### config.mk
export PLATFORM = sky130hd
export DESIGN_NAME = char_lcd_nibble_write_sequencer
export DESIGN_NICKNAME = d
export VERILOG_FILES = /design/src/hw/rtl/clcd_pkg.sv /design/src/hw/rtl/clcd_cfg_regs.sv /design/src/hw/rtl/clcd_seq_core.sv /design/src/hw/rtl/char_lcd_nibble_write_sequencer.sv
export SDC_FILE = /design/constraint.sdc
export NUM_CORES = 1
export LEC_CHECK = 0
export BUFFER_PORTS_ARGS = -buffer_cell sky130_fd_sc_hd__buf_2
export CAP_MARGIN = 20
export CORE_MARGIN = 2
export CORE_UTILIZATION = 54
export DETAILED_ROUTE_END_ITERATION = 10
export GPL_TIMING_DRIVEN = 1
export PLACE_DENSITY = 0.77
export SLEW_MARGIN = 15
export SYNTH_ARGS = -nofsm -noshare
export SYNTH_HDL_FRONTEND = slang
export SYNTH_SLANG_ARGS = --single-unit
### constraint.sdc
create_clock -name aclk -period 3.55 [get_ports aclk]
set_input_delay 0.355 -clock aclk [delete_from_list [all_inputs] [get_ports aclk]]
set_output_delay 0.355 -clock aclk [all_outputs]
set_load 0.01 [all_outputs]
### src/hw/rtl/clcd_pkg.sv
// ----------------------------------------------------------------------------
// clcd_pkg
// Shared types, codes and lookup functions of the four-bit character LCD
// write sequencer.
// ----------------------------------------------------------------------------
`default_nettype none

package clcd_pkg;

    localparam logic [2:0] ACT_TICK  = 3'd0;
    localparam logic [2:0] ACT_DATA  = 3'd1;
    localparam logic [2:0] ACT_INSTR = 3'd2;
    localparam logic [2:0] ACT_POS   = 3'd3;
    localparam logic [2:0] ACT_INIT  = 3'd4;
    localparam logic [2:0] ACT_CLEAR = 3'd5;

    localparam logic [1:0] CFG_DISPLAY_TYPE = 2'd0;
    localparam logic [1:0] CFG_DISPLAY_CTRL = 2'd1;
    localparam logic [1:0] CFG_ENTRY_MODE   = 2'd2;

    localparam logic [2:0] DISPLAY_TYPE_RESET = 3'd2;
    localparam logic [2:0] DISPLAY_CTRL_RESET = 3'd4;
    localparam logic [1:0] ENTRY_MODE_RESET   = 2'd2;

    localparam logic [3:0]  STEP_INIT      = 4'd0;
    localparam logic [3:0]  STEP_CLEAR     = 4'd10;
    localparam logic [3:0]  STEP_LAST      = 4'd12;
    localparam logic [12:0] POST_BYTE_WAIT = 13'd50;

    typedef struct packed {
        logic [2:0] display_type;
        logic [2:0] display_control_flags;
        logic [1:0] entry_flags;
    } cfg_t;

    typedef struct packed {
        logic [3:0] lcd_data_nibble;
        logic       lcd_enable;
        logic       lcd_register_select;
        logic       busy_res;
        logic       accepted;
    } res_t;

    function automatic logic [2:0] geo_rows(input logic [2:0] t);
        case (t)
            3'd1:          geo_rows = 3'd1;
            3'd3, 3'd5:    geo_rows = 3'd4;
            default:       geo_rows = 3'd2;
        endcase
    endfunction

    function automatic logic [5:0] geo_cols(input logic [2:0] t);
        case (t)
            3'd0:       geo_cols = 6'd8;
            3'd4, 3'd5: geo_cols = 6'd20;
            3'd6:       geo_cols = 6'd40;
            default:    geo_cols = 6'd16;
        endcase
    endfunction

    function automatic logic [6:0] geo_base(input logic [2:0] t, input logic [1:0] r);
        logic [6:0] base;
        base = 7'h00;
        case (r)
            2'd1:    base = (t == 3'd1) ? 7'h00 : 7'h40;
            2'd2:    base = (t == 3'd3) ? 7'h10 : ((t == 3'd5) ? 7'h14 : 7'h00);
            2'd3:    base = (t == 3'd3) ? 7'h50 : ((t == 3'd5) ? 7'h54 : 7'h00);
            default: base = 7'h00;
        endcase
        geo_base = base;
    endfunction

    function automatic logic [12:0] step_wait(input logic [3:0] s);
        case (s)
            4'd1:    step_wait = 13'd4500;
            4'd3:    step_wait = 13'd150;
            4'd5:    step_wait = 13'd100;
            4'd11:   step_wait = 13'd1600;
            default: step_wait = 13'd0;
        endcase
    endfunction

    function automatic logic [7:0] step_byte(input logic [3:0] s, input cfg_t cfg);
        case (s)
            4'd0, 4'd2, 4'd4: step_byte = 8'h03;
            4'd6:    step_byte = 8'h02;
            4'd7:    step_byte = (geo_rows(cfg.display_type) == 3'd1) ? 8'h20 : 8'h28;
            4'd8:    step_byte = 8'h08 | {5'd0, cfg.display_control_flags};
            4'd9:    step_byte = 8'h04 | {6'd0, cfg.entry_flags};
            4'd10:   step_byte = 8'h01;
            default: step_byte = 8'h80;
        endcase
    endfunction

endpackage

`default_nettype wire

### src/hw/rtl/clcd_cfg_regs.sv
// ----------------------------------------------------------------------------
// clcd_cfg_regs
// Configuration registers: display geometry, display control flags and
// entry mode flags.
// ----------------------------------------------------------------------------
`default_nettype none

module clcd_cfg_regs (
    input  wire logic          aclk,
    input  wire logic          aresetn,
    input  wire logic          cfg_valid,
    output logic               cfg_ready,
    input  wire logic [1:0]    cfg_index,
    input  wire logic [2:0]    cfg_data,
    output clcd_pkg::cfg_t     cfg
);

    clcd_pkg::cfg_t cfg_reg;

    assign cfg_ready = 1'b1;
    assign cfg       = cfg_reg;

    always_ff @(posedge aclk) begin
        if (!aresetn) begin
            cfg_reg.display_type          <= clcd_pkg::DISPLAY_TYPE_RESET;
            cfg_reg.display_control_flags <= clcd_pkg::DISPLAY_CTRL_RESET;
            cfg_reg.entry_flags           <= clcd_pkg::ENTRY_MODE_RESET;
        end else if (cfg_valid) begin
            case (cfg_index)
                clcd_pkg::CFG_DISPLAY_TYPE: cfg_reg.display_type <= cfg_data;
                clcd_pkg::CFG_DISPLAY_CTRL: cfg_reg.display_control_flags <= cfg_data;
                clcd_pkg::CFG_ENTRY_MODE:   cfg_reg.entry_flags <= cfg_data[1:0];
                default: ;
            endcase
        end
    end

endmodule

`default_nettype wire

### src/hw/rtl/clcd_seq_core.sv
// ----------------------------------------------------------------------------
// clcd_seq_core
// Sequencer state and next-state logic. One enabled cycle advances the
// sequencer by one tick and presents the pin levels after that tick.
// ----------------------------------------------------------------------------
`default_nettype none

module clcd_seq_core (
    input  wire logic          aclk,
    input  wire logic          aresetn,
    input  wire logic          step_en,
    input  wire logic [2:0]    action,
    input  wire logic [7:0]    data_byte,
    input  wire logic [2:0]    row,
    input  wire logic [5:0]    column,
    input  clcd_pkg::cfg_t     cfg,
    output clcd_pkg::res_t     res
);

    typedef enum logic [2:0] {
        PH_IDLE,
        PH_HI1,
        PH_LO1,
        PH_HI2,
        PH_WAIT
    } phase_t;

    phase_t      phase_reg, phase_next;
    logic [3:0]  step_reg, step_next;
    logic [12:0] wait_reg, wait_next;
    logic [7:0]  byte_reg, byte_next;
    logic        rs_reg, rs_next;
    logic [3:0]  nibble_reg, nibble_next;
    logic        enable_reg, enable_next;

    logic        request;
    logic        accepted;
    logic        start_req;
    logic [3:0]  start_s;
    logic [12:0] start_wait;
    logic        begin_req;
    logic [7:0]  begin_b;
    logic        begin_rs;
    logic [2:0]  rows_max;
    logic [5:0]  cols_max;
    logic [2:0]  row_c;
    logic [5:0]  col_c;
    logic [7:0]  pos_addr;

    assign request = action inside {[clcd_pkg::ACT_DATA:clcd_pkg::ACT_CLEAR]};

    always_comb begin
        rows_max = clcd_pkg::geo_rows(cfg.display_type);
        cols_max = clcd_pkg::geo_cols(cfg.display_type);
        row_c    = (row == 3'd0) ? 3'd1 : row;
        if (row_c > rows_max) begin
            row_c = rows_max;
        end
        col_c = (column == 6'd0) ? 6'd1 : column;
        if (col_c > cols_max) begin
            col_c = cols_max;
        end
        pos_addr = {1'b0, clcd_pkg::geo_base(cfg.display_type, 2'(row_c - 3'd1))}
                   + {2'b00, col_c} - 8'd1;
    end

    always_comb begin
        phase_next  = phase_reg;
        step_next   = step_reg;
        wait_next   = wait_reg;
        byte_next   = byte_reg;
        rs_next     = rs_reg;
        nibble_next = nibble_reg;
        enable_next = enable_reg;
        accepted    = 1'b1;
        start_req   = 1'b0;
        start_s     = step_reg;
        start_wait  = 13'd0;
        begin_req   = 1'b0;
        begin_b     = 8'd0;
        begin_rs    = 1'b0;

        if (phase_reg != PH_IDLE) begin
            accepted = !request;
            case (phase_reg)
                PH_HI1: begin
                    nibble_next = byte_reg[3:0];
                    enable_next = 1'b0;
                    phase_next  = PH_LO1;
                end
                PH_LO1: begin
                    enable_next = 1'b1;
                    phase_next  = PH_HI2;
                end
                PH_HI2: begin
                    enable_next = 1'b0;
                    wait_next   = clcd_pkg::POST_BYTE_WAIT - 13'd1;
                    phase_next  = PH_WAIT;
                end
                PH_WAIT: begin
                    if (wait_reg != 13'd0) begin
                        wait_next = wait_reg - 13'd1;
                    end else if (step_reg >= clcd_pkg::STEP_LAST) begin
                        phase_next = PH_IDLE;
                    end else begin
                        start_req = 1'b1;
                        start_s   = step_reg + 4'd1;
                    end
                end
                default: begin
                    phase_next = PH_IDLE;
                end
            endcase
        end else if (request) begin
            case (action)
                clcd_pkg::ACT_DATA: begin
                    step_next = clcd_pkg::STEP_LAST;
                    begin_req = 1'b1;
                    begin_b   = data_byte;
                    begin_rs  = 1'b1;
                end
                clcd_pkg::ACT_INSTR: begin
                    step_next = clcd_pkg::STEP_LAST;
                    begin_req = 1'b1;
                    begin_b   = data_byte;
                end
                clcd_pkg::ACT_POS: begin
                    step_next = clcd_pkg::STEP_LAST;
                    begin_req = 1'b1;
                    begin_b   = 8'h80 | pos_addr;
                end
                clcd_pkg::ACT_INIT: begin
                    start_req = 1'b1;
                    start_s   = clcd_pkg::STEP_INIT;
                end
                default: begin
                    start_req = 1'b1;
                    start_s   = clcd_pkg::STEP_CLEAR;
                end
            endcase
        end

        if (start_req) begin
            step_next  = start_s;
            start_wait = clcd_pkg::step_wait(start_s);
            if (start_wait != 13'd0) begin
                wait_next  = start_wait - 13'd1;
                phase_next = PH_WAIT;
            end else begin
                begin_req = 1'b1;
                begin_b   = clcd_pkg::step_byte(start_s, cfg);
                begin_rs  = 1'b0;
            end
        end

        if (begin_req) begin
            byte_next   = begin_b;
            rs_next     = begin_rs;
            nibble_next = begin_b[7:4];
            enable_next = 1'b1;
            phase_next  = PH_HI1;
        end
    end

    always_ff @(posedge aclk) begin
        if (!aresetn) begin
            phase_reg  <= PH_IDLE;
            step_reg   <= 4'd0;
            wait_reg   <= 13'd0;
            byte_reg   <= 8'd0;
            rs_reg     <= 1'b0;
            nibble_reg <= 4'd0;
            enable_reg <= 1'b0;
        end else if (step_en) begin
            phase_reg  <= phase_next;
            step_reg   <= step_next;
            wait_reg   <= wait_next;
            byte_reg   <= byte_next;
            rs_reg     <= rs_next;
            nibble_reg <= nibble_next;
            enable_reg <= enable_next;
        end
    end

    assign res.accepted            = accepted;
    assign res.busy_res            = (phase_next != PH_IDLE);
    assign res.lcd_register_select = rs_next;
    assign res.lcd_enable          = enable_next;
    assign res.lcd_data_nibble     = nibble_next;

endmodule

`default_nettype wire

### src/hw/rtl/char_lcd_nibble_write_sequencer.sv
// ----------------------------------------------------------------------------
// char_lcd_nibble_write_sequencer
// Four-bit character LCD writer driven by one transfer per microsecond tick.
// ----------------------------------------------------------------------------
// Every input transfer is one tick of the LCD timing and yields exactly one
// result transfer with the RS, E and D7..D4 levels after that tick. Requests
// are taken only while the sequencer is idle; a request that arrives while it
// is busy comes back with accepted low and still counts as a tick. The block
// sustains one transfer per clock while results are taken: an input register
// feeds the sequencer logic, which loads a result register, and a stalled
// result only holds the pipeline while both registers are full. Configuration
// writes are taken in every cycle.
`default_nettype none

module char_lcd_nibble_write_sequencer (
    input  wire logic        aclk,
    input  wire logic        aresetn,
    input  wire logic        s_tvalid,
    output logic             s_tready,
    // action[2:0], data_byte[10:3], row[13:11], column[19:14], zero fill
    input  wire logic [23:0] s_tdata,
    output logic             m_tvalid,
    input  wire logic        m_tready,
    // accepted[0], busy_res[1], lcd_register_select[2], lcd_enable[3],
    // lcd_data_nibble[7:4]
    output logic [7:0]       m_tdata,
    input  wire logic        cfg_valid,
    output logic             cfg_ready,
    input  wire logic [1:0]  cfg_index,
    input  wire logic [2:0]  cfg_data
);

    logic           in_valid_reg;
    logic [19:0]    in_data_reg;
    logic           out_valid_reg;
    clcd_pkg::res_t out_data_reg;
    logic           step_en;
    clcd_pkg::cfg_t cfg;
    clcd_pkg::res_t res;

    assign step_en  = in_valid_reg && (!out_valid_reg || m_tready);
    assign s_tready = !in_valid_reg || step_en;
    assign m_tvalid = out_valid_reg;
    assign m_tdata  = out_data_reg;

    clcd_cfg_regs u_cfg (
        .aclk      (aclk),
        .aresetn   (aresetn),
        .cfg_valid (cfg_valid),
        .cfg_ready (cfg_ready),
        .cfg_index (cfg_index),
        .cfg_data  (cfg_data),
        .cfg       (cfg)
    );

    clcd_seq_core u_core (
        .aclk      (aclk),
        .aresetn   (aresetn),
        .step_en   (step_en),
        .action    (in_data_reg[2:0]),
        .data_byte (in_data_reg[10:3]),
        .row       (in_data_reg[13:11]),
        .column    (in_data_reg[19:14]),
        .cfg       (cfg),
        .res       (res)
    );

    always_ff @(posedge aclk) begin
        if (!aresetn) begin
            in_valid_reg  <= 1'b0;
            out_valid_reg <= 1'b0;
        end else begin
            if (s_tvalid && s_tready) begin
                in_valid_reg <= 1'b1;
            end else if (step_en) begin
                in_valid_reg <= 1'b0;
            end
            if (step_en) begin
                out_valid_reg <= 1'b1;
            end else if (m_tready) begin
                out_valid_reg <= 1'b0;
            end
        end
        if (s_tvalid && s_tready) begin
            in_data_reg <= s_tdata[19:0];
        end
        if (step_en) begin
            out_data_reg <= res;
        end
    end

    a_enable_implies_busy: assert property (@(posedge aclk) disable iff (!aresetn)
        m_tvalid && m_tdata[3] |-> m_tdata[1])
        else $error("E strobe high while sequencer reports idle");

    a_step_gives_result: assert property (@(posedge aclk) disable iff (!aresetn)
        step_en |=> m_tvalid)
        else $error("processed transfer produced no result");

    a_empty_input_ready: assert property (@(posedge aclk) disable iff (!aresetn)
        !in_valid_reg |-> s_tready)
        else $error("input stalled with an empty input register");

endmodule

`default_nettype wire
==> qor.yml, run 1 <==
worst_setup_path:
  cp_top_family: "compound AO/OA/AOI/OAI gates"
  cp_max_fo: 5
  rrSetupSlack_ns: -0.04
  critPathCaptureType: "flop"
  cp_data_arrival_time_ns: 3.68
  crit_type: "reg -> reg"
  r2r_end: "m_tdata[6]"
  critical_path_required_ns: 3.64
  start_kind: "flop"
  cp_cell_sequence: "xor2_2, or2_4, ha_4, nand4_1, nor4b_2, a21oi_2, nor2_1, a21oi_1, ha_1, inv_2, ha_1, a21o_1, a21oi_2, o21ai_2, xor3_1, a211oi_2, nor3_1"
  regToRegStartpoint: "u_cfg.cfg[6]"
  crit_buf_inv: 1
  cpPeakStageDelay_ns: 0.34
  cp_slowest_cell: "dfxtp_2"
  r2r_cells: 17
timing:
  slew_violations: 0
  whs_ns: 0.179
  worstMarginPinSlew_ns: 0.873
  slew-limit-headroom_pct: 41.8
  setup_ws_ns: -0.0367
  hold_viol: 0
  fin_crit_ns: 3.59
  totalNegativeSetupSlack_ns: -0.0367
  rsz0062_at_grt: "true"
  timing.final.crit_share_pct: 101
  skew_ns: 0.00961
  max_freq_ghz: 0.279
  setup_viol: 1
global_routing:
  grt_max_degree: 29
  grt_usage_pct: 26.8
  grt_first_pass_wirelength_mm: 18.4
  grt_pass1_vias: 3951
  grt_antenna_before_repair: 0
  grt_overflow: 0
yosys:
  ys.warnings.count: 0
  synth_top_cell_area_share_pct: 19.6
  yosys.area.top_type: "edfxtp_1"
  synthCells: 478
  synth_nets: 532
  synth_edf_count: 28
  netlist_area_sq_um: 4290
  ys_types: 82
  yosysSeqAreaShare_pct: 38.3
  async_reset_ff_share_pct: 0
  synth.ff_latch_count: 68
  synthTopCellsByArea: "edfxtp_1 (20%), dfxtp_1 (19%), ha_1 (5.5%)"
  dominantRegCellSynth: "dfxtp_1"
  synth.avg_cell_area_sq_um: 8.97
floorplan:
  die_x_microns: 93.1
  coreArea_sq_um: 7730
  num_rows: 32
  start_util_pct: 55.5
  dieArea_sq_um: 8670
  die_y_microns: 93.1
  io_pins: 45
cts:
  clockRootBuffer: "clkbuf_8"
  clkLatencyLatePin_ns: 0.35
  path_clk_slew_ns: 0.07
  holdBufCountCts: 0
  max-clock-path-buffers: 2
  cts_tree: "built"
  cts_sinks: 68
  htreeDepth: 3
  cts_buffers: 9
min_path:
  holdPathStages: 1
  hold_end: "in_data_reg[14]"
  hp-start: "s_tdata[14]"
  min_path_type: "in -> reg"
layout:
  drive_gt1_share_pct: 27.9
  areaGrowthSynthToFinish_pct: 21.0
  final_cell_area_sq_um: 5190
  final_net_count: 604
  largest_register_ffs: 20
  fin_cells: 657
  diodes: 0
routing:
  wl_per_cell_microns: 17.0
  viasPerCell: 6.19
  firstDrtPassIters: 5
  drc_errors: 0
  antenna_left: 0
  dr_total_vias: 4065
  routed_wl_mm: 11.2
  first_iter_violations: 436
power:
  total_leakage_power_nw: 2.11
  peakVddDrop_mv: 0.259
  p_sw_share_pct: 30.5
  p_per_area_nw_per_um2: 360
  power_switching_w: 0.000571
  p_seq_share_pct: 47.2
  clkPwrFrac_pct: 29.1
  internal_power_w: 0.00130
  comb_power_share_pct: 23.7
place:
  dpl.cell_count: 637
  gp_congestion: 0.895
  placed_cell_area_sq_um: 4890
  io_buffers: 39
  post-dp-hpwl_mm: 8.17
  dp_slack_ns: -0.154
run_status:
  outcome: "finished with violations"
  violations: "setup timing"
flow_run:
  drv_cap: 0
## layout by cell type, fill, tap and decap left out, drive strengths merged, types with 3 or more instances in the layout
cell,synthesis,routed
buf,7,87
a31oi,11,11
nand2,45,45
dfxtp,40,40
clkinv,1,4
o31ai,4,4
nand2b,3,3
and3,3,3
nor3,14,14
a211oi,5,5
nand3,29,29
or4,8,8
edfxtp,28,28
nor3b,3,3
xnor2,6,6
inv,17,17
ha,19,19
nor2b,8,8
nand4,8,8
clkbuf,20,11
mux2i,17,17
o21ai,32,32
a21oi,30,30
or3,6,6
o41ai,3,3
or2,4,4
nand3b,3,3
nor4,8,8
nor2,39,39
o211ai,8,8
a21boi,3,3
## area by class of cell
type,count,area (sq um)
clock buffers,11,131
clock inverters,5,28.8
fillers,606,2540
inverters,18,67.6
multi-input cells,366,2630
flip-flops and latches,68,1640
well taps,102,128
repair buffers,87,559
## kinds of logic (layout without fill, tap and decap cells)
group                      after synthesis  in the layout  share of synthesized area, %
and+or+nand+nor                        188            189                          22.9
AOI/OAI and AO/OA                      128            128                          21.6
DFF                                     68             68                          38.3
buffers and inverters                   45            121                          4.35
adders and majority gates               21             21                          6.24
muxes                                   19             19                          4.58
xor gates and xnor gates                 8              8                          1.98
other                                    1              1                        0.0874
## worst reg2reg max path: stages, from the launching register on
cell      delay [ns]
dfxtp_2         0.34
xor2_2          0.17
or2_4           0.25
ha_4            0.27
nand4_1         0.10
nor4b_2         0.27
a21oi_2         0.10
nor2_1          0.10
a21oi_1         0.05
ha_1            0.30
inv_2           0.05
ha_1            0.28
a21o_1          0.18
a21oi_2         0.18
o21ai_2         0.09
xor3_1          0.23
a211oi_2        0.29
nor3_1          0.09
## worst max-delay path by stage
stage | start | endpoint | cells after the start
2_1_floorplan | u_core.wait_reg[0] | u_core.wait_reg[5] | 16
6_report | u_cfg.cfg[6] | m_tdata[6] | 17
5_1_grt | u_cfg.cfg[7] | m_tdata[6] | 17
4_1_cts | u_cfg.cfg[6] | m_tdata[6] | 18
3_5_place_dp | u_cfg.cfg[6] | m_tdata[6] | 17
3_3_place_gp | u_cfg.cfg[6] | m_tdata[5] | 18
## per-stage QoR
| step | util [%] | power, W |
|---|---|---|
| CTS | 66.2 | 0.00186 |
| global route | 67.2 | 0.00196 |
| floorplan | - | 0.00118 |
| global placement | 63.3 | 0.00129 |
| detailed placement | 63.3 | 0.00131 |
| finish | 67.2 | 0.00187 |
## cells in the mapped netlist (all sizes together), types with 3 or more instances
cell type / number
nand3: 29
a21boi: 3
nand2: 45
ha: 19
nand2b: 3
o21ai: 32
mux2i: 17
a21oi: 30
o41ai: 3
inv: 17
nor2b: 8
or4: 8
dfxtp: 40
nand4: 8
or3: 6
nor3: 14
buf: 7
edfxtp: 28
clkbuf: 20
and3: 3
or2: 4
nand3b: 3
xnor2: 6
nor4: 8
nor3b: 3
o211ai: 8
a211oi: 5
a31oi: 11
o31ai: 4
nor2: 39
## routing by layer
layer	share of wire (%)	global-route usage [%]	vias to the layer above
met5	0	0	-
met3	5.6	4.11	40
met4	3.5	11.5	0
li1	-	-	1944
met2	49	46.3	150
met1	42	33.1	1931
## power by group through the flow
stage	sequential [W]	clock, W	combinational (W)
detailed placement	0.000899	0	0.000406
global placement	0.000896	0	0.000395
CTS	0.000882	0.000553	0.000424
global route	0.000888	0.000589	0.000484
finish	0.000883	0.000545	0.000443
floorplan	0.000894	0	0.000282
## repair_timing
item,4_1_cts,5_1_grt
setup endpoints to repair,12,25
resized for setup,11,12
cloned,0,1
buffers inserted,2,1
pin swaps,3,3
Note: power is estimated with default switching activity, not from simulation.
==> run 2, diff against run 1 <==
MAX_ROUTING_LAYER = met4   (was not set)
==> run 2 against run 1 <==
  * The flow now finishes without violations
  * Via count up 1.2%
  * Clock-buffer cell count unchanged
  * Combinational power up 4%
  * Clock skew about the same
  * Register-to-register slack better by 0.05 ns
==> qor.yml, run 2 (synthesized netlist as in run 1, its figures left out) <==
timing:
  setup_ws_ns: 0.0117
  slew-limit-headroom_pct: 42.3
  max_freq_ghz: 0.283
  setup_viol: 0
  hold_viol: 0
  worstMarginPinSlew_ns: 0.866
  whs_ns: 0.172
  totalNegativeSetupSlack_ns: 0
  rsz0062_at_grt: "true"
  skew_ns: 0.00986
  slew_violations: 0
  fin_crit_ns: 3.54
  timing.final.crit_share_pct: 99.7
worst_setup_path:
  crit_type: "reg -> reg"
  cp_slowest_cell: "dfxtp_2"
  critPathCaptureType: "flop"
  start_kind: "flop"
  cp_cell_sequence: "xor2_2, or2_4, ha_4, nand4_1, nor4b_2, a21oi_2, buf_4, nand2_1, o21ai_1, ha_1, inv_1, ha_4, nand2_1, o21ai_1, xor3_1, a211oi_2, nor3_1"
  cp_max_fo: 4
  cpPeakStageDelay_ns: 0.34
  cp_data_arrival_time_ns: 3.64
  critical_path_required_ns: 3.65
floorplan:
  coreArea_sq_um: 7730
  die_y_microns: 93.1
  dieArea_sq_um: 8670
  num_rows: 32
  io_pins: 45
  start_util_pct: 55.5
  die_x_microns: 93.1
power:
  p_per_area_nw_per_um2: 382
  peakVddDrop_mv: 0.300
  total_leakage_power_nw: 2.15
routing:
  dr_total_vias: 4112
  routed_wl_mm: 11.5
  wl_per_cell_microns: 17.4
  drc_errors: 0
  viasPerCell: 6.22
  antenna_left: 0
  firstDrtPassIters: 5
  first_iter_violations: 326
layout:
  largest_register_ffs: 20
  final_common_cell: "buf_4"
  fillers: 592
  layout_common_cells: "buf_4 (52), nand2_1 (45), buf_2 (39)"
  diodes: 0
  drive_gt1_share_pct: 29.3
  areaGrowthSynthToFinish_pct: 23.5
  fin_util_pct: 68.5
  final_net_count: 608
  multi_input_area_sq_um: 2660
  register_area_sq_um: 1650
cts:
  cts_tree: "built"
  clkLatencyLatePin_ns: 0.35
  cts_buffers: 9
  clockRootBuffer: "clkbuf_8"
  max-clock-path-buffers: 2
  htreeDepth: 3
  cts_sinks: 68
  path_clk_slew_ns: 0.08
run_status:
  outcome: "finished clean"
global_routing:
  grt_pass1_vias: 3790
  grt_antenna_before_repair: 0
  grt_overflow: 0
  grt_usage_pct: 26.9
  grt_max_degree: 29
  grt_first_pass_wirelength_mm: 18.0
place:
  gp_congestion: 0.909
  post-dp-hpwl_mm: 8.17
  io_buffers: 39
  dp_slack_ns: -0.153
min_path:
  min_path_type: "in -> reg"
flow_run:
  drv_cap: 0
run 2: changes by cell type in the layout (fill, tap and decap cells not counted), moves of 2 or more:
| cell | change |
|---|---|
| buf_4 | +5 |
| ha_1 | -2 |
| o21ai_1 | +2 |
| ha_4 | +2 |
| o21ai_0 | -2 |
run 2: path summary, 6_finish.rpt:
check	from	to	slack (ns)	cells after the start
min	s_tdata[10]	in_data_reg[10]	0.17	1
max reg2reg	u_cfg.cfg[6]	m_tdata[6]	0.01	17
max	u_cfg.cfg[6]	m_tdata[6]	0.01	17
min reg2reg	u_core.nibble_reg[0]	u_core.nibble_reg[0]	0.47	2
run 2: power by group:
part / internal, W / switching [W] / leakage [nW] / total, W
Clock: 0.000367 / 0.000313 / 0.101 / 0.000680
Combinational: 0.000204 / 0.000256 / 1.45 / 0.000460
Sequential: 0.000856 / 0.0000266 / 0.595 / 0.000883
run 2: per-stage QoR:
| step | std cells | power [W] | area [sq um] |
|---|---|---|---|
| finish | 661 | 0.00202 | 5300 |
| detailed placement | 638 | 0.00130 | 4900 |
| floorplan | 478 | 0.00118 | 4370 |
| global placement | 638 | 0.00129 | 4900 |
| CTS | 656 | 0.00198 | 5160 |
| global route | 661 | 0.00211 | 5300 |
run 2: per-layer routing:
metal	track usage, %	up-vias	part of all wire (%)
met1	32.9	1960	42
li1	-	1966	-
met4	9.56	0	2.6
met5	-	-	0
met3	4.75	27	5.1
met2	45.2	159	50
run 2: critical path, delay by kind of cell (launching register included):
kind / cells / cell delay, ns
fa+ha+maj: 3 / 0.85
flops: 1 / 0.34
xor+xnor: 2 / 0.45
buf+inv: 2 / 0.24
simple gates: 6 / 0.82
compound gates: 4 / 0.59
run 2: cell type report:
cell class,instances,share of cell area (%)
Clock buffer,11,2.88
Clock inverter,5,1.11
Inverter,18,1.28
Multi-Input combinational cell,366,50.2
Sequential cell,68,31.1
Tap cell,102,2.41
Timing Repair Buffer,91,11.1
run 2: timing repair:
action / in CTS / in global routing
pin swaps: 7 / 4
gates resized for setup: 11 / 17
setup buffers: 2 / 4
endpoints found under the hold margin: 0 / 0
cloned: 0 / 1
endpoints found under the setup margin: 13 / 23
hold buffers: 0 / 0
